**src/hdl/lccn_pkg.sv**
```systemverilog
// Shared constants and types for the Luhn card number classifier.
package lccn_pkg;

    localparam int CARD_W      = 64;
    localparam int BIN_W       = CARD_W - 1;
    localparam int DIGIT_W     = 4;
    localparam int BCD_DIGITS  = 19;
    localparam int BCD_W       = BCD_DIGITS * DIGIT_W;
    localparam int MAX_DIGITS  = 19;
    localparam int SHIFT_CNT_W = $clog2(BIN_W);
    localparam int IDX_W       = $clog2(BCD_DIGITS + 1);

    localparam int LEN_SHORT = 13;
    localparam int LEN_MID   = 15;
    localparam int LEN_LONG  = 16;

    localparam logic [DIGIT_W-1:0] DIG_ONE   = 4'd1;
    localparam logic [DIGIT_W-1:0] DIG_THREE = 4'd3;
    localparam logic [DIGIT_W-1:0] DIG_FOUR  = 4'd4;
    localparam logic [DIGIT_W-1:0] DIG_FIVE  = 4'd5;
    localparam logic [DIGIT_W-1:0] DIG_SEVEN = 4'd7;
    localparam logic [DIGIT_W-1:0] DIG_NINE  = 4'd9;
    localparam logic [DIGIT_W:0]   DIG_TEN   = 5'd10;

    typedef enum logic [1:0] {
        KIND_INVALID = 2'd0,
        KIND_LEN15   = 2'd1,
        KIND_LEN16   = 2'd2,
        KIND_LEAD4   = 2'd3
    } card_kind_t;

    typedef struct packed {
        logic       done;
        card_kind_t kind;
    } scan_status_t;

endpackage

```
**src/hdl/lccn_ifs.sv**
```systemverilog
// Request channels of the card number classifier.
interface lccn_card_if;
    logic                                valid;
    logic                                ready;
    logic signed [lccn_pkg::CARD_W-1:0]  card_number;
    modport source(output valid, output card_number, input ready);
    modport sink(input valid, input card_number, output ready);
endinterface

interface lccn_kind_if;
    logic       valid;
    logic       ready;
    logic [1:0] card_kind;
    modport source(output valid, output card_kind, input ready);
    modport sink(input valid, input card_kind, output ready);
endinterface

```
**src/hdl/lccn_bcd_conv.sv**
```systemverilog
// Bit-serial binary to BCD converter (shift and add-3).
module lccn_bcd_conv (
    input  logic                         clk,
    input  logic                         rst_n,
    input  logic                         start,
    input  logic [lccn_pkg::BIN_W-1:0]   value,
    output logic                         busy,
    output logic                         done,
    output logic [lccn_pkg::BCD_W-1:0]   bcd
);

    logic [lccn_pkg::BIN_W-1:0]       bin_reg, bin_next;
    logic [lccn_pkg::BCD_W-1:0]       bcd_reg, bcd_next;
    logic [lccn_pkg::BCD_W-1:0]       adj;
    logic [lccn_pkg::SHIFT_CNT_W-1:0] cnt_reg;
    logic                             busy_reg;
    logic                             done_reg;

    always_comb
    begin
        for (int k = 0; k < lccn_pkg::BCD_DIGITS; k++)
        begin
            if (bcd_reg[k*lccn_pkg::DIGIT_W +: lccn_pkg::DIGIT_W] >= lccn_pkg::DIG_FIVE)
                adj[k*lccn_pkg::DIGIT_W +: lccn_pkg::DIGIT_W] =
                    bcd_reg[k*lccn_pkg::DIGIT_W +: lccn_pkg::DIGIT_W] + lccn_pkg::DIG_THREE;
            else
                adj[k*lccn_pkg::DIGIT_W +: lccn_pkg::DIGIT_W] =
                    bcd_reg[k*lccn_pkg::DIGIT_W +: lccn_pkg::DIGIT_W];
        end
        bcd_next = {adj[lccn_pkg::BCD_W-2:0], bin_reg[lccn_pkg::BIN_W-1]};
        bin_next = {bin_reg[lccn_pkg::BIN_W-2:0], 1'b0};
    end

    always_ff @(posedge clk or negedge rst_n)
    begin
        if (!rst_n)
        begin
            busy_reg <= 1'b0;
            done_reg <= 1'b0;
            cnt_reg  <= '0;
        end
        else
        begin
            done_reg <= !start && busy_reg &&
                        cnt_reg == lccn_pkg::SHIFT_CNT_W'(lccn_pkg::BIN_W - 1);
            if (start)
            begin
                busy_reg <= 1'b1;
                cnt_reg  <= '0;
            end
            else if (busy_reg)
            begin
                cnt_reg <= cnt_reg + 1'b1;
                if (cnt_reg == lccn_pkg::SHIFT_CNT_W'(lccn_pkg::BIN_W - 1))
                    busy_reg <= 1'b0;
            end
        end
    end

    always_ff @(posedge clk)
    begin
        if (start)
        begin
            bin_reg <= value;
            bcd_reg <= '0;
        end
        else if (busy_reg)
        begin
            bin_reg <= bin_next;
            bcd_reg <= bcd_next;
        end
    end

    assign busy = busy_reg;
    assign done = done_reg;
    assign bcd  = bcd_reg;

    a_done_after_busy: assert property (@(posedge clk) disable iff (!rst_n)
        done_reg |-> !busy_reg && $past(busy_reg))
        else $error("conversion done without a preceding busy cycle");

    a_busy_ends_done: assert property (@(posedge clk) disable iff (!rst_n)
        $fell(busy_reg) && !start |-> done_reg)
        else $error("conversion stopped without done");

endmodule

```
**src/hdl/lccn_luhn_scan.sv**
```systemverilog
// Digit-serial Luhn checksum, digit count and issuer classification.
module lccn_luhn_scan #(
    parameter int MAX_DIGITS = lccn_pkg::MAX_DIGITS
) (
    input  logic                         clk,
    input  logic                         rst_n,
    input  logic                         start,
    input  logic                         neg,
    input  logic [lccn_pkg::BCD_W-1:0]   bcd,
    output lccn_pkg::scan_status_t       status
);

    logic [lccn_pkg::BCD_W-1:0]   dig_reg;
    logic [lccn_pkg::IDX_W-1:0]   idx_reg;
    logic [lccn_pkg::IDX_W-1:0]   count_reg;
    logic [lccn_pkg::DIGIT_W-1:0] sum_reg, top_reg, next_reg, prev_reg;
    logic                         neg_reg;
    logic                         busy_reg;
    logic                         fin_reg;
    logic                         done_reg;
    lccn_pkg::card_kind_t         kind_reg;

    logic [lccn_pkg::DIGIT_W-1:0] d;
    logic [lccn_pkg::DIGIT_W:0]   dbl;
    logic [lccn_pkg::DIGIT_W-1:0] dd;
    logic [lccn_pkg::DIGIT_W:0]   acc;
    logic [lccn_pkg::DIGIT_W-1:0] sum_next;

    function automatic lccn_pkg::card_kind_t classify(
        input logic [lccn_pkg::IDX_W-1:0]   count,
        input logic [lccn_pkg::DIGIT_W-1:0] top,
        input logic [lccn_pkg::DIGIT_W-1:0] nxt
    );
        lccn_pkg::card_kind_t k;
        k = lccn_pkg::KIND_INVALID;
        if (count == lccn_pkg::IDX_W'(lccn_pkg::LEN_MID))
        begin
            if (top == lccn_pkg::DIG_THREE &&
                (nxt == lccn_pkg::DIG_FOUR || nxt == lccn_pkg::DIG_SEVEN))
                k = lccn_pkg::KIND_LEN15;
        end
        else if (count == lccn_pkg::IDX_W'(lccn_pkg::LEN_LONG))
        begin
            if (top == lccn_pkg::DIG_FIVE)
            begin
                if (nxt >= lccn_pkg::DIG_ONE && nxt <= lccn_pkg::DIG_FIVE)
                    k = lccn_pkg::KIND_LEN16;
            end
            else if (top == lccn_pkg::DIG_FOUR)
                k = lccn_pkg::KIND_LEAD4;
        end
        else if (count == lccn_pkg::IDX_W'(lccn_pkg::LEN_SHORT))
        begin
            if (top == lccn_pkg::DIG_FOUR)
                k = lccn_pkg::KIND_LEAD4;
        end
        return k;
    endfunction

    always_comb
    begin
        d   = dig_reg[lccn_pkg::DIGIT_W-1:0];
        dbl = {d, 1'b0};
        if (!idx_reg[0])
            dd = d;
        else if (dbl >= lccn_pkg::DIG_TEN)
            dd = lccn_pkg::DIGIT_W'(dbl - {1'b0, lccn_pkg::DIG_NINE});
        else
            dd = dbl[lccn_pkg::DIGIT_W-1:0];
        acc = {1'b0, sum_reg} + {1'b0, dd};
        if (acc >= lccn_pkg::DIG_TEN)
            sum_next = lccn_pkg::DIGIT_W'(acc - lccn_pkg::DIG_TEN);
        else
            sum_next = acc[lccn_pkg::DIGIT_W-1:0];
    end

    always_ff @(posedge clk or negedge rst_n)
    begin
        if (!rst_n)
        begin
            busy_reg <= 1'b0;
            fin_reg  <= 1'b0;
            done_reg <= 1'b0;
            idx_reg  <= '0;
        end
        else
        begin
            fin_reg  <= !start && busy_reg &&
                        idx_reg == lccn_pkg::IDX_W'(lccn_pkg::BCD_DIGITS - 1);
            done_reg <= !start && !busy_reg && fin_reg;
            if (start)
            begin
                busy_reg <= 1'b1;
                idx_reg  <= '0;
            end
            else if (busy_reg)
            begin
                idx_reg <= idx_reg + 1'b1;
                if (idx_reg == lccn_pkg::IDX_W'(lccn_pkg::BCD_DIGITS - 1))
                    busy_reg <= 1'b0;
            end
        end
    end

    always_ff @(posedge clk)
    begin
        if (start)
        begin
            dig_reg   <= bcd;
            neg_reg   <= neg;
            sum_reg   <= '0;
            count_reg <= '0;
            top_reg   <= '0;
            next_reg  <= '0;
            prev_reg  <= '0;
        end
        else if (busy_reg)
        begin
            dig_reg  <= {{lccn_pkg::DIGIT_W{1'b0}}, dig_reg[lccn_pkg::BCD_W-1:lccn_pkg::DIGIT_W]};
            sum_reg  <= sum_next;
            prev_reg <= d;
            if (d != '0)
            begin
                count_reg <= idx_reg + 1'b1;
                top_reg   <= d;
                next_reg  <= prev_reg;
            end
        end
        if (fin_reg)
        begin
            if (neg_reg || sum_reg != '0 ||
                count_reg > lccn_pkg::IDX_W'(MAX_DIGITS))
                kind_reg <= lccn_pkg::KIND_INVALID;
            else
                kind_reg <= classify(count_reg, top_reg, next_reg);
        end
    end

    assign status.done = done_reg;
    assign status.kind = kind_reg;

    a_fin_once: assert property (@(posedge clk) disable iff (!rst_n)
        fin_reg |-> !busy_reg ##1 done_reg)
        else $error("scan finish not followed by done");

    a_idx_range: assert property (@(posedge clk) disable iff (!rst_n)
        busy_reg |-> idx_reg < lccn_pkg::IDX_W'(lccn_pkg::BCD_DIGITS))
        else $error("digit index beyond the digit store");

endmodule

```
**src/hdl/luhn_card_number_classifier_unit.sv**
```systemverilog
// Top level of the Luhn mod-10 card number classifier.
// Usage:
//   card   : request channel carrying one signed 64-bit card_number.
//   result : request channel carrying one 2-bit card_kind per card
//            (0 invalid, 1 fifteen digits 34/37, 2 sixteen digits 51-55,
//            3 thirteen or sixteen digits leading 4).
//   Zero and negative numbers classify as invalid.
// Timing:
//   The number is turned into 19 BCD digits one bit per cycle, the digits
//   are scanned one per cycle, and the scanner classifies the card and
//   hands the kind to the output register, where the result is offered.
//   One card is in work at a time: the next card is taken once the result
//   leaves the scanner. The bit-serial BCD converter is the slowest part.
// Reset:
//   rst_n clears all control state; no request is pending afterward.
// Stall:
//   The result sits in an output register until taken; the next card is
//   accepted meanwhile, and a finished result waits in the scanner while
//   the output register is still full.
module luhn_card_number_classifier_unit #(
    parameter int MAX_DIGITS = lccn_pkg::MAX_DIGITS
) (
    input  logic          clk,
    input  logic          rst_n,
    lccn_card_if.sink     card,
    lccn_kind_if.source   result
);

    typedef enum logic [1:0] {
        ST_IDLE,
        ST_CONV,
        ST_SCAN,
        ST_HOLD
    } state_t;

    state_t                       state_reg;
    logic                         neg_reg;
    logic                         out_valid_reg;
    lccn_pkg::card_kind_t         out_kind_reg;

    logic                         card_acc;
    logic                         conv_busy;
    logic                         conv_done;
    logic [lccn_pkg::BCD_W-1:0]   bcd;
    lccn_pkg::scan_status_t       scan_status;
    logic                         out_free;

    assign card.ready = (state_reg == ST_IDLE);
    assign card_acc   = card.valid && card.ready;
    assign out_free   = !out_valid_reg || result.ready;

    lccn_bcd_conv u_conv (
        .clk   (clk),
        .rst_n (rst_n),
        .start (card_acc),
        .value (card.card_number[lccn_pkg::BIN_W-1:0]),
        .busy  (conv_busy),
        .done  (conv_done),
        .bcd   (bcd)
    );

    lccn_luhn_scan #(
        .MAX_DIGITS (MAX_DIGITS)
    ) u_scan (
        .clk    (clk),
        .rst_n  (rst_n),
        .start  (conv_done),
        .neg    (neg_reg),
        .bcd    (bcd),
        .status (scan_status)
    );

    always_ff @(posedge clk or negedge rst_n)
    begin
        if (!rst_n)
        begin
            state_reg     <= ST_IDLE;
            out_valid_reg <= 1'b0;
            neg_reg       <= 1'b0;
            out_kind_reg  <= lccn_pkg::KIND_INVALID;
        end
        else
        begin
            if (state_reg == ST_HOLD && out_free)
            begin
                out_valid_reg <= 1'b1;
                out_kind_reg  <= scan_status.kind;
            end
            else if (result.ready)
                out_valid_reg <= 1'b0;
            unique case (state_reg)
                ST_IDLE:
                begin
                    if (card_acc)
                    begin
                        neg_reg   <= card.card_number[lccn_pkg::CARD_W-1];
                        state_reg <= ST_CONV;
                    end
                end
                ST_CONV:
                begin
                    if (conv_done)
                        state_reg <= ST_SCAN;
                end
                ST_SCAN:
                begin
                    if (scan_status.done)
                        state_reg <= ST_HOLD;
                end
                ST_HOLD:
                begin
                    if (out_free)
                        state_reg <= ST_IDLE;
                end
                default:
                    state_reg <= ST_IDLE;
            endcase
        end
    end

    assign result.valid     = out_valid_reg;
    assign result.card_kind = out_kind_reg;

    a_load_from_hold: assert property (@(posedge clk) disable iff (!rst_n)
        $rose(out_valid_reg) |-> $past(state_reg == ST_HOLD))
        else $error("result loaded outside the hold state");

    a_conv_only_when_conv: assert property (@(posedge clk) disable iff (!rst_n)
        conv_busy |-> state_reg == ST_CONV)
        else $error("converter running outside the conversion state");

endmodule
```
**src/flat_wrapper.sv**
```systemverilog
// flat-port wrapper written by rule: the top's interface ports become plain ports
module luhn_card_number_classifier_unit_flat 
#(
    parameter int MAX_DIGITS = lccn_pkg::MAX_DIGITS
)
  (clk, rst_n, card_valid, card_card_number, card_ready, result_valid, result_card_kind, result_ready);
  lccn_card_if card_i ();
  lccn_kind_if result_i ();
  input  logic clk;
  input  logic rst_n;
  input wire logic [$bits(card_i.valid)-1:0] card_valid;
  input wire logic [$bits(card_i.card_number)-1:0] card_card_number;
  output wire logic [$bits(card_i.ready)-1:0] card_ready;
  output wire logic [$bits(result_i.valid)-1:0] result_valid;
  output wire logic [$bits(result_i.card_kind)-1:0] result_card_kind;
  input wire logic [$bits(result_i.ready)-1:0] result_ready;
  assign card_i.valid = card_valid;
  assign card_i.card_number = card_card_number;
  assign card_ready = card_i.ready;
  assign result_valid = result_i.valid;
  assign result_card_kind = result_i.card_kind;
  assign result_i.ready = result_ready;
  luhn_card_number_classifier_unit #(.MAX_DIGITS(MAX_DIGITS)) u_core (.clk(clk), .rst_n(rst_n), .card(card_i), .result(result_i));
endmodule
```
**config.mk**
```make
export PLATFORM = sky130hd
export DESIGN_NAME = luhn_card_number_classifier_unit_flat
export DESIGN_NICKNAME = d
export VERILOG_FILES = /design/src/hdl/lccn_pkg.sv /design/src/hdl/lccn_ifs.sv /design/src/hdl/lccn_bcd_conv.sv /design/src/hdl/lccn_luhn_scan.sv /design/src/hdl/luhn_card_number_classifier_unit.sv /design/src/flat_wrapper.sv
export SDC_FILE = /design/constraint.sdc
export NUM_CORES = 1
export LEC_CHECK = 0
export BUFFER_PORTS_ARGS = -buffer_cell sky130_fd_sc_hd__buf_2
export CAP_MARGIN = 20
export CORE_MARGIN = 2
export CORE_UTILIZATION = 49
export CTS_CLUSTER_SIZE = 10
export DETAILED_ROUTE_END_ITERATION = 10
export HOLD_SLACK_MARGIN = 0.15
export PLACE_DENSITY = 0.7
export RECOVER_POWER = 100
export SYNTH_ARGS = -nofsm -noshare
export SYNTH_HDL_FRONTEND = slang
export SYNTH_HIERARCHICAL = 1
export SYNTH_SLANG_ARGS = --single-unit
```
**constraint.sdc**
```tcl
create_clock -name clk -period 4 [get_ports clk]
set_input_delay 0.4 -clock clk [delete_from_list [all_inputs] [get_ports clk]]
set_output_delay 0.4 -clock clk [all_outputs]
set_load 0.01 [all_outputs]
```
==> results of run 1 <==
==> logic make-up after synthesis <==
family,Yosys count
buffers and inverters,131
AO/OA/AOI/OAI,245
adder cells (fa/ha/maj),55
multiplexers,145
AND/OR/NAND/NOR,276
XOR/XNOR,15
flip-flops,261
==> metal layers <==
layer,wire [um],share of wire,vias to the layer above
li1,-,-,4350
met1,11200,0.46,4183
met2,11700,0.49,127
met3,681,0.028,39
met4,493,0.021,0
met5,0,0,-
==> placed cells by master, fill, tap and decap left out, drive strengths merged, types with 7 or more instances in the layout <==
cell,n
edfxtp,142
mux2,139
dfxtp,97
a21oi,76
inv,74
o21ai,72
buf,71
nand2,66
clkbuf,62
nor2,59
ha,54
dlygate4sd3,46
nand3,28
nand2b,23
dfrtp,22
nor3,20
nand4,15
a211oi,14
o32ai,12
or3,12
nand4b,12
o22ai,11
a21bo,11
a311oi,11
o22a,10
o311ai,10
or4b,9
and2,9
xor2,8
xnor2,7
==> power by group through the flow <==
stage | clock (uW) | combinational, uW | sequential, uW
floorplan | 0 | 0.917 | 2860
global placement | 0 | 36.0 | 2860
detailed placement | 0 | 36.6 | 2860
CTS | 2510 | 72.1 | 2800
global route | 2610 | 78.3 | 2800
finish | 2440 | 71.5 | 2800
==> timing repair <==
action                                  4_1_cts  5_1_grt
hold buffers                                 46        0
hold endpoints to repair                     67        0
endpoints found under the setup margin        0        0
==> path summary, 6_finish.rpt <==
path                       cells after the start  slack (ns)                               endpoint
setup / recovery                              15        0.50  u_core/u_scan/sum_reg[1]$_SDFFE_PP0P_
max in group asynchronous                      2        2.46           u_core/u_conv/busy$_DFF_PN0_
setup reg to reg                              15        0.50  u_core/u_scan/sum_reg[1]$_SDFFE_PP0P_
hold reg to reg                                0        0.44        u_core/u_scan/neg_reg$_DFFE_PP_
hold / removal                                 2        0.16    u_core/u_conv/bin_reg[27]$_DFFE_PP_
min in group asynchronous                      2        0.64        u_core/result.valid$_DFFE_PN0P_
==> metrics by stage <==
| step | power [uW] | hold WS [ns] | instances |
|---|---|---|---|
| 3_5_place_dp | 2890 | 0.406 | 1486 |
| 5_1_grt | 5490 | 0.156 | 1587 |
| 6_report | 5310 | 0.164 | 1587 |
| 3_3_place_gp | 2890 | 0.400 | 1486 |
| 2_1_floorplan | 2860 | 0.104 | 1128 |
| 4_1_cts | 5380 | 0.151 | 1587 |
==> worst max-delay path, stage by stage, from the launching register on <==
cell	delay, ns
edfxtp_1	0.44
inv_1	0.13
ha_1	0.20
nand2b_1	0.07
a21oi_1	0.29
xnor2_1	0.16
nand2_1	0.08
a21boi_0	0.17
fa_1	0.45
xnor2_1	0.27
inv_1	0.08
ha_1	0.25
o31a_4	0.14
o211ai_1	0.30
o21ai_1	0.11
a311oi_2	0.25
==> layout make-up <==
class,count,area (sq um)
Clock buffer,53,847
Clock inverter,2,20.0
Fill cell,2151,11200
Inverter,74,278
Multi-Input combinational cell,736,5480
Sequential cell,261,6760
Tap cell,335,419
Timing Repair Buffer,126,880
==> key figures, run 1 <==
Place
  – Pre-CTS WS: 0.579 ns
  – HPWL Detailed: 14,500 um
  – Port buffer count: 71
  – DP Area: 0.0134 sq mm
  – Gpl congestion: 0.801

GRT
  – Global-route met2 utilization: 0.292
  – Vias in the first global route: 8,302
  – GRT Util Overall: 0.169
  – Met3 Use GR: 0.0217
  – Initial antenna violation count: 0
  – Aggregate global routing overflow: 0
  – Most used routing layer: met2
  – First-pass GRT wire length: 39,700 um
  – Met1 Use GR: 0.226
  – Largest net degree at the start of global routing: 90

Synthesis
  – Synth Flop Type: edfxtp_1
  – Count leader, synth: edfxtp_1
  – Adder-Cell Fraction of Synth Area: 0.0543
  – Mapped Nets: 1,251
  – Leading area contributor after synthesis: edfxtp_1
  – Avg Cell Area, Syn: 11.4 sq um
  – Main combinational cell family by area after synthesis: multiplexers
  – Share of the synthesized area in the top cell type: 0.333
  – Yosys cell types: 60
  – XOR/XNOR Fraction of Synth Area: 0.0103
  – Compound-cell area share of the yosys netlist: 0.124
  – Synth Warn #: 6
  – Mapped cell area: 0.0128 sq mm
  – Asr flop ratio synth: 0.0843
  – Seq/Total Area, Yosys: 0.527
  – Synthesized instance count: 1,128
  – EDFF count, synth: 142
  – Multiplexer share of the synthesized area: 0.127
  – Yosys reg bits: 261
  – Post-synthesis simple-gate area fraction: 0.115
  – Top post-synthesis cells by count: 142 x edfxtp_1, 137 x mux2_2, 97 x dfxtp_1
  – Top cells by area, synth: edfxtp_1 33%, dfxtp_1 15%, mux2_2 12%

Flow run
  – Max-Cap Viols: 4

Worst setup path
  – Crit. End Element: register
  – Crit Path Category: register to register
  – Worst path required time: 4.43 ns
  – Worst Setup SP: u_core/u_scan/dig_reg[1]$_DFFE_PP_
  – Critical path fanouts, max: 5
  – Worst reg2reg startpoint: u_core/u_scan/dig_reg[1]$_DFFE_PP_
  – Worst setup SP type: register
  – CP Data Arrival Time: 3.93 ns

Floorplanning
  – Die height: 166 um
  – Starting Density: 0.496
  – Die width: 166 um
  – Rows: 59
  – Core area: 0.0258 sq mm
  – Io pins: 72
  – Die area: 0.0275 sq mm

CTS
  – CTS Buf Count: 30
  – Worst-skew pair later-pin latency: 0.54 ns
  – CTS tree: done
  – Clock Tree Buf Depth: 3
  – H-tree Lvls: 1
  – CTS root buf: clkbuf_16
  – Clk sinks: 261
  – Postcts setup bufs: 0
  – Clk slew on worst S/H paths: 0.06 ns
  – PostCTS Resize Cnt: 0

Route
  – DR vias: 8,699
  – Vias per cell: 5.48
  – DRT Pass-1 Iters: 4
  – Final ANT Viol Nets: 0
  – DRT Wirelength: 24,000 um
  – # DRC: 0
  – Average wire per standard cell: 15.1 um
  – First DRT Iteration DRCs: 641

Min path
  – Min-Delay Startpoint: card_card_number[27]
  – Min-Delay Path Class: input port to register

STA
  – Final period util: 0.876
  – Fin Setup TNS: 0 ns
  – Fmax achieved: 0.285 GHz
  – Crit path time final: 3.50 ns
  – Worst rel slew slack: -0.417
  – RSZ-0062 raised after global routing: false
  – Final setup viols: 0
  – Clk_skew: 0.00992 ns
  – Least-Margin Pin Slew: 2.12 ns
  – Fin. Hold Viols: 0
  – Fin. max-slew vios: 256
  – Worst Slack Setup Final: 0.497 ns

Pwr
  – Lkg Pwr: 0.00500 uW
  – Flop pwr share: 0.527
  – Clock power share: 0.459
  – Switching portion of total power: 0.196
  – PwrDens: 362 mW/mm^2
  – Int Pwr: 4270 uW
  – Peak VDD IR: 347 uV
  – Net switching power: 1040 uW
  – Logic pwr share: 0.013

Layout
  – Share of layout cells above drive strength 1: 0.212
  – Fin area: 0.0147 sq mm
  – Final core utilization: 0.568
  – # diodes: 0
  – Area Overhead vs Synth: 14.6%
  – Final #Nets: 1,352

Run status
  – Failing checks: capacitance limit, slew limit
  – Status: complete, but fails checks
(Power assumes the default switching activity.)
==> inputs of run 2 (changes only) <==
--- a/config.mk
+++ b/config.mk
@@ -8,11 +8,11 @@
 export BUFFER_PORTS_ARGS = -buffer_cell sky130_fd_sc_hd__buf_2
 export CAP_MARGIN = 20
 export CORE_MARGIN = 2
-export CORE_UTILIZATION = 49
+export CORE_UTILIZATION = 45
 export CTS_CLUSTER_SIZE = 10
 export DETAILED_ROUTE_END_ITERATION = 10
 export HOLD_SLACK_MARGIN = 0.15
-export PLACE_DENSITY = 0.7
+export PLACE_DENSITY = 0.66
 export RECOVER_POWER = 100
 export SYNTH_ARGS = -nofsm -noshare
 export SYNTH_HDL_FRONTEND = slang
==> run 2 against run 1 <==
Core utilization shrank 3.3 points. Critical path depth shrank 10. Die area grew 8.7%. Combinational power grew 22%. Worst setup slack lost 0.025 ns. Clock power grew 4%. Sequential power is essentially flat. The flow still finishes with violations (capacitance limit, slew limit).
==> key figures, run 2 (same netlist as run 1, synthesis figures left out) <==
Worst setup path
  – R2r setup slk: 0.47 ns
  – Critical path fanouts, max: 72
  – Path depth of the worst reg2reg path: 5
  – CP Data Arrival Time: 3.82 ns
  – Worst reg2reg startpoint: u_core/state_reg[1]$_DFFE_PN0P_
  – Worst setup SP type: register
  – Crit Path Category: register to register
  – Worst path required time: 4.30 ns
  – Crit. End Element: register
  – FF-to-FF End: u_core/u_conv/bin_reg[59]$_DFFE_PP_

Layout
  – Final Instance Count excl. Fillers: 1,648
  – Area Overhead vs Synth: 16.8%
  – Most frequent cells in the layout: 142 x edfxtp_1, 135 x mux2_2, 97 x dfxtp_1
  – Final core utilization: 0.536
  – Fillcell total: 2,428
  – Share of layout cells above drive strength 1: 0.209
  – Most common cell after layout, fill and taps aside: edfxtp_1
  – Final #Nets: 1,370
  – # diodes: 0

STA
  – Final setup viols: 0
  – Fmax achieved: 0.283 GHz
  – Fin Setup TNS: 0 ns
  – Fin. max-slew vios: 139
  – Clk_skew: 0.0228 ns
  – Fin. Hold Viols: 0
  – RSZ-0062 raised after global routing: false
  – Worst rel slew slack: -0.608
  – Crit path time final: 3.53 ns
  – Final period util: 0.882
  – Least-Margin Pin Slew: 2.41 ns

Min path
  – WHS Endpoint: u_core/u_conv/bin_reg[59]$_DFFE_PP_
  – Min-Delay Path Class: input port to register
  – Hold Path Stages: 2
  – Min-Delay Startpoint: card_card_number[59]

CTS
  – Clk sinks: 261
  – CTS Hold Bufs: 64
  – H-tree Lvls: 1
  – Clock Tree Buf Depth: 3
  – CTS Buf Count: 30
  – PostCTS Resize Cnt: 0
  – Worst-skew pair later-pin latency: 0.56 ns
  – Postcts setup bufs: 0
  – CTS tree: done
  – Clk slew on worst S/H paths: 0.06 ns
  – CTS root buf: clkbuf_16

Route
  – Final ANT Viol Nets: 0
  – DR vias: 8,851
  – DRT Wirelength: 25,000 um
  – First DRT Iteration DRCs: 471
  – Vias per cell: 5.37
  – # DRC: 0
  – Average wire per standard cell: 15.2 um
  – DRT Pass-1 Iters: 5

Floorplanning
  – Die width: 173 um
  – Starting Density: 0.459
  – Die area: 0.0298 sq mm
  – Core area: 0.0279 sq mm
  – Die height: 173 um
  – Io pins: 72
  – Rows: 61

GRT
  – Vias in the first global route: 8,813
  – GRT Util Overall: 0.165
  – Initial antenna violation count: 0
  – Largest net degree at the start of global routing: 90
  – Aggregate global routing overflow: 0
  – First-pass GRT wire length: 42,000 um

Pwr
  – Peak VDD IR: 331 uV
  – PwrDens: 362 mW/mm^2
  – Lkg Pwr: 0.00509 uW
  – Tot Pwr: 5420 uW

Place
  – Gpl congestion: 0.808
  – Placed Cells: 1,528
  – HPWL Detailed: 14,600 um
  – Port buffer count: 71

Run status
  – Failing checks: capacitance limit, slew limit
  – Status: complete, but fails checks

Flow run
  – Max-Cap Viols: 2
-- run 2: changes by cell type in the layout (fill, tap and decap cells not counted), sizes merged --
cell / change
bufinv: +1
clkinv: -1
dlygate4sd3: +18
clkbuf: -1
buf: +1
-- run 2: report_power, final --
part           switching (uW)  internal (uW)  total [uW]
Clock                    1050           1480        2530
Sequential                  0           2800        2800
Combinational            23.0           63.9        86.9
Total                    1070           4350        5420
-- run 2: routing by layer --
layer	up-vias	share of wire	track usage
met4	0	0.020	0.0417
met2	129	0.50	0.295
li1	4390	-	-
met5	-	0	0
met1	4294	0.45	0.209
met3	38	0.035	0.0244
-- run 2: cell type report --
class | instances | area [sq um] | area share
inverters | 74 | 278 | 0.0186
well taps | 378 | 473 | 0.0316
flip-flops and latches | 261 | 6760 | 0.452
multi-input cells | 736 | 5480 | 0.366
clock buffers | 53 | 847 | 0.0566
clock inverters | 2 | 46.3 | 0.00309
repair buffers | 144 | 1080 | 0.0721
-- run 2: worst max-delay path, stage by stage (launching register included) --
cell and delay [ns]:
dfrtp_1 0.41, inv_1 0.12, ha_1 0.22, and2_2 1.20
clkbuf_1 0.86, mux2_2 0.43
-- run 2: worst max path at each step --
stage / cells past startpoint / end / slack [ns] / from
floorplan: 14 / u_core/u_scan/sum_reg[1]$_SDFFE_PP0P_ / 0.82 / u_core/u_scan/dig_reg[0]$_DFFE_PP_
CTS: 15 / u_core/u_scan/sum_reg[1]$_SDFFE_PP0P_ / 0.52 / u_core/u_scan/dig_reg[1]$_DFFE_PP_
detailed placement: 15 / u_core/u_scan/sum_reg[1]$_SDFFE_PP0P_ / 0.52 / u_core/u_scan/dig_reg[1]$_DFFE_PP_
global route: 15 / u_core/u_scan/sum_reg[1]$_SDFFE_PP0P_ / 0.15 / u_core/u_scan/dig_reg[1]$_DFFE_PP_
finish: 5 / u_core/u_conv/bin_reg[59]$_DFFE_PP_ / 0.47 / u_core/state_reg[1]$_DFFE_PN0P_
global placement: 14 / u_core/u_scan/sum_reg[1]$_SDFFE_PP0P_ / 0.65 / u_core/u_scan/dig_reg[0]$_DFFE_PP_
-- run 2: metrics by stage --
stage	instance area (sq um)	setup slack, ns	hold WS, ns
floorplan	12800	0.820	0.104
global route	15000	0.150	0.154
global placement	13500	0.652	0.408
CTS	15000	0.518	0.154
finish	15000	0.472	0.172
detailed placement	13500	0.523	0.408
==> inputs of run 3 (changes only) <==
--- a/config.mk
+++ b/config.mk
@@ -13,7 +13,6 @@
 export DETAILED_ROUTE_END_ITERATION = 10
 export HOLD_SLACK_MARGIN = 0.15
 export PLACE_DENSITY = 0.66
-export RECOVER_POWER = 100
 export SYNTH_ARGS = -nofsm -noshare
 export SYNTH_HDL_FRONTEND = slang
 export SYNTH_HIERARCHICAL = 1
==> constraint.sdc (replaced) <==
create_clock -name clk -period 4.35 [get_ports clk]
set_input_delay 0.435 -clock clk [delete_from_list [all_inputs] [get_ports clk]]
set_output_delay 0.435 -clock clk [all_outputs]
set_load 0.01 [all_outputs]
==> run 3 against run 2 <==
The flow now finishes without violations. Via count shrank 3.4%. Fmax grew 2.0%. Power shrank 10%. Clock skew is 0.014 ns lower. Clock power fell by 11%. Die area stayed put. Clock-buffer cell count rose by 1. Global-route usage shrank 1.2 points. Critical path type unchanged. Largest power group unchanged. Highest routed layer unchanged.
==> key figures, run 3 (same netlist as run 1, synthesis figures left out) <==
Layout
  – Area Overhead vs Synth: 12.3%
  – Fin area: 0.0144 sq mm
  – Final #Nets: 1,308
  – Most frequent cells in the layout: 142 x edfxtp_1, 137 x mux2_2, 97 x dfxtp_1
  – Most common cell after layout, fill and taps aside: edfxtp_1
  – Share of layout cells above drive strength 1: 0.231
  – # diodes: 0
  – Fillcell total: 2,476

Pwr
  – Int Pwr: 3910 uW
  – Net switching power: 949 uW
  – Flop pwr share: 0.530
  – Logic pwr share: 0.007
  – PwrDens: 338 mW/mm^2
  – Peak VDD IR: 251 uV
  – Lkg Pwr: 0.00486 uW
  – Switching portion of total power: 0.195
  – Clock power share: 0.462

CTS
  – Worst-skew pair later-pin latency: 0.54 ns
  – CTS Buf Count: 30
  – Clock Tree Buf Depth: 3
  – Postcts setup bufs: 0
  – Clk sinks: 261
  – CTS root buf: clkbuf_16
  – CTS tree: done
  – H-tree Lvls: 1
  – Clk slew on worst S/H paths: 0.06 ns

Worst setup path
  – Worst setup SP type: register
  – CP Cell Sequence: inv_1, ha_1, nand2b_1, a21oi_1, xnor2_1, nand2_1, a21boi_0, fa_1, xnor2_1, inv_1, ha_1, o31a_4, o211ai_2, or3_1, a311oi_2
  – Worst path required time: 4.80 ns
  – R2r setup slk: 0.89 ns
  – Worst reg2reg startpoint: u_core/u_scan/dig_reg[1]$_DFFE_PP_
  – Critical path fanouts, max: 5
  – FF-to-FF End: u_core/u_scan/sum_reg[1]$_SDFFE_PP0P_
  – Worst Setup SP: u_core/u_scan/dig_reg[1]$_DFFE_PP_
  – Crit. End Element: register
  – Max incr delay on CP: 0.45 ns
  – Path depth of the worst reg2reg path: 15
  – Critical path destination: u_core/u_scan/sum_reg[1]$_SDFFE_PP0P_
  – Slowest CP cell: edfxtp_1
  – CP Data Arrival Time: 3.91 ns
  – Crit Path Category: register to register

STA
  – Least-Margin Pin Slew: 0.891 ns
  – Crit path time final: 3.46 ns
  – Fin Setup TNS: 0 ns
  – Worst rel slew slack: 0.406
  – Clk_skew: 0.00893 ns
  – Final setup viols: 0
  – RSZ-0062 raised after global routing: false
  – Fin. max-slew vios: 0
  – Fin. Hold Viols: 0
  – Final period util: 0.795
  – Fmax achieved: 0.289 GHz

Floorplanning
  – Core area: 0.0279 sq mm
  – Io pins: 72
  – Die area: 0.0298 sq mm
  – Starting Density: 0.459
  – Die height: 173 um
  – Die width: 173 um
  – Rows: 61

Flow run
  – Max-Cap Viols: 0

Place
  – DP Area: 0.0135 sq mm
  – Port buffer count: 71
  – Gpl congestion: 0.792
  – HPWL Detailed: 14,100 um

Route
  – Met3 WL: 965 um
  – DR vias: 8,551
  – DRT Pass-1 Iters: 5
  – # DRC: 0
  – DRT Wirelength: 23,300 um
  – Final ANT Viol Nets: 0
  – First DRT Iteration DRCs: 475
  – Met1 wire length: 10,700 um
  – Average wire per standard cell: 14.7 um
  – Met2 wire len: 11,200 um
  – Uppermost routed layer: met4
  – Vias per cell: 5.39

GRT
  – Aggregate global routing overflow: 0
  – Vias in the first global route: 8,285
  – Largest net degree at the start of global routing: 170
  – First-pass GRT wire length: 39,500 um
  – GRT Util Overall: 0.153
  – Initial antenna violation count: 0

Min path
  – Hold Path Stages: 3
  – Min-Delay Path Class: input port to register
  – Min-Delay Startpoint: result_ready

Run status
  – Status: finished clean
run 3: power groups by stage:
stage / logic [uW] / registers (uW) / clock network, uW
CTS: 36.6 / 2580 / 2320
global placement: 33.8 / 2630 / 0
floorplan: 0.844 / 2630 / 0
detailed placement: 34.3 / 2630 / 0
global route: 40.4 / 2570 / 2420
finish: 35.5 / 2580 / 2250
run 3: worst min-delay path by stage:
stage	to	slack (ns)
floorplan	u_core/neg_reg$_DFFE_PN0P_	0.14
global placement	u_core/u_scan/neg_reg$_DFFE_PP_	0.43
detailed placement	u_core/u_scan/neg_reg$_DFFE_PP_	0.43
CTS	u_core/u_conv/bin_reg[43]$_DFFE_PP_	0.16
global route	u_core/u_conv/bin_reg[16]$_DFFE_PP_	0.17
finish	u_core/result.valid$_DFFE_PN0P_	0.18
run 3: layout make-up:
type | count | area, sq um | area share
Clock buffer | 54 | 851 | 0.0591
Clock inverter | 2 | 25.0 | 0.00174
Inverter | 74 | 278 | 0.0193
Multi-Input combinational cell | 736 | 5520 | 0.384
Sequential cell | 261 | 6760 | 0.470
Tap cell | 378 | 473 | 0.0329
Timing Repair Buffer | 82 | 478 | 0.0332
run 3: worst max-delay path: cells and delay by family, from the launching register on:
kind / cells / cell delay (ns)
AND/OR/NAND/NOR: 3 / 0.49
AO/OA/AOI/OAI: 5 / 0.97
flip-flops: 1 / 0.45
adder cells (fa/ha/maj): 3 / 0.90
XOR/XNOR: 2 / 0.34
buffers and inverters: 2 / 0.22
run 3: repair_timing:
action / CTS / global route
hold buffers: 3 / 0
resized for setup: 0 / 0
hold endpoints to repair: 24 / 0
run 3: layer usage:
| layer | track usage | vias up |
|---|---|---|
| li1 | - | 4262 |
| met1 | 0.203 | 4094 |
| met2 | 0.261 | 159 |
| met3 | 0.0264 | 36 |
| met4 | 0.0381 | 0 |
| met5 | 0 | - |
run 3: stage by stage:
| stage | std cells | util | total power (uW) | hold slack (ns) | setup slack [ns] |
|---|---|---|---|---|---|
| floorplan | 1128 | - | 2630 | 0.139 | 1.17 |
| global placement | 1527 | 0.482 | 2660 | 0.428 | 1.01 |
| detailed placement | 1527 | 0.482 | 2660 | 0.428 | 0.922 |
| CTS | 1586 | 0.514 | 4930 | 0.161 | 0.907 |
| global route | 1587 | 0.515 | 5040 | 0.167 | 0.633 |
| finish | 1587 | 0.515 | 4860 | 0.183 | 0.891 |
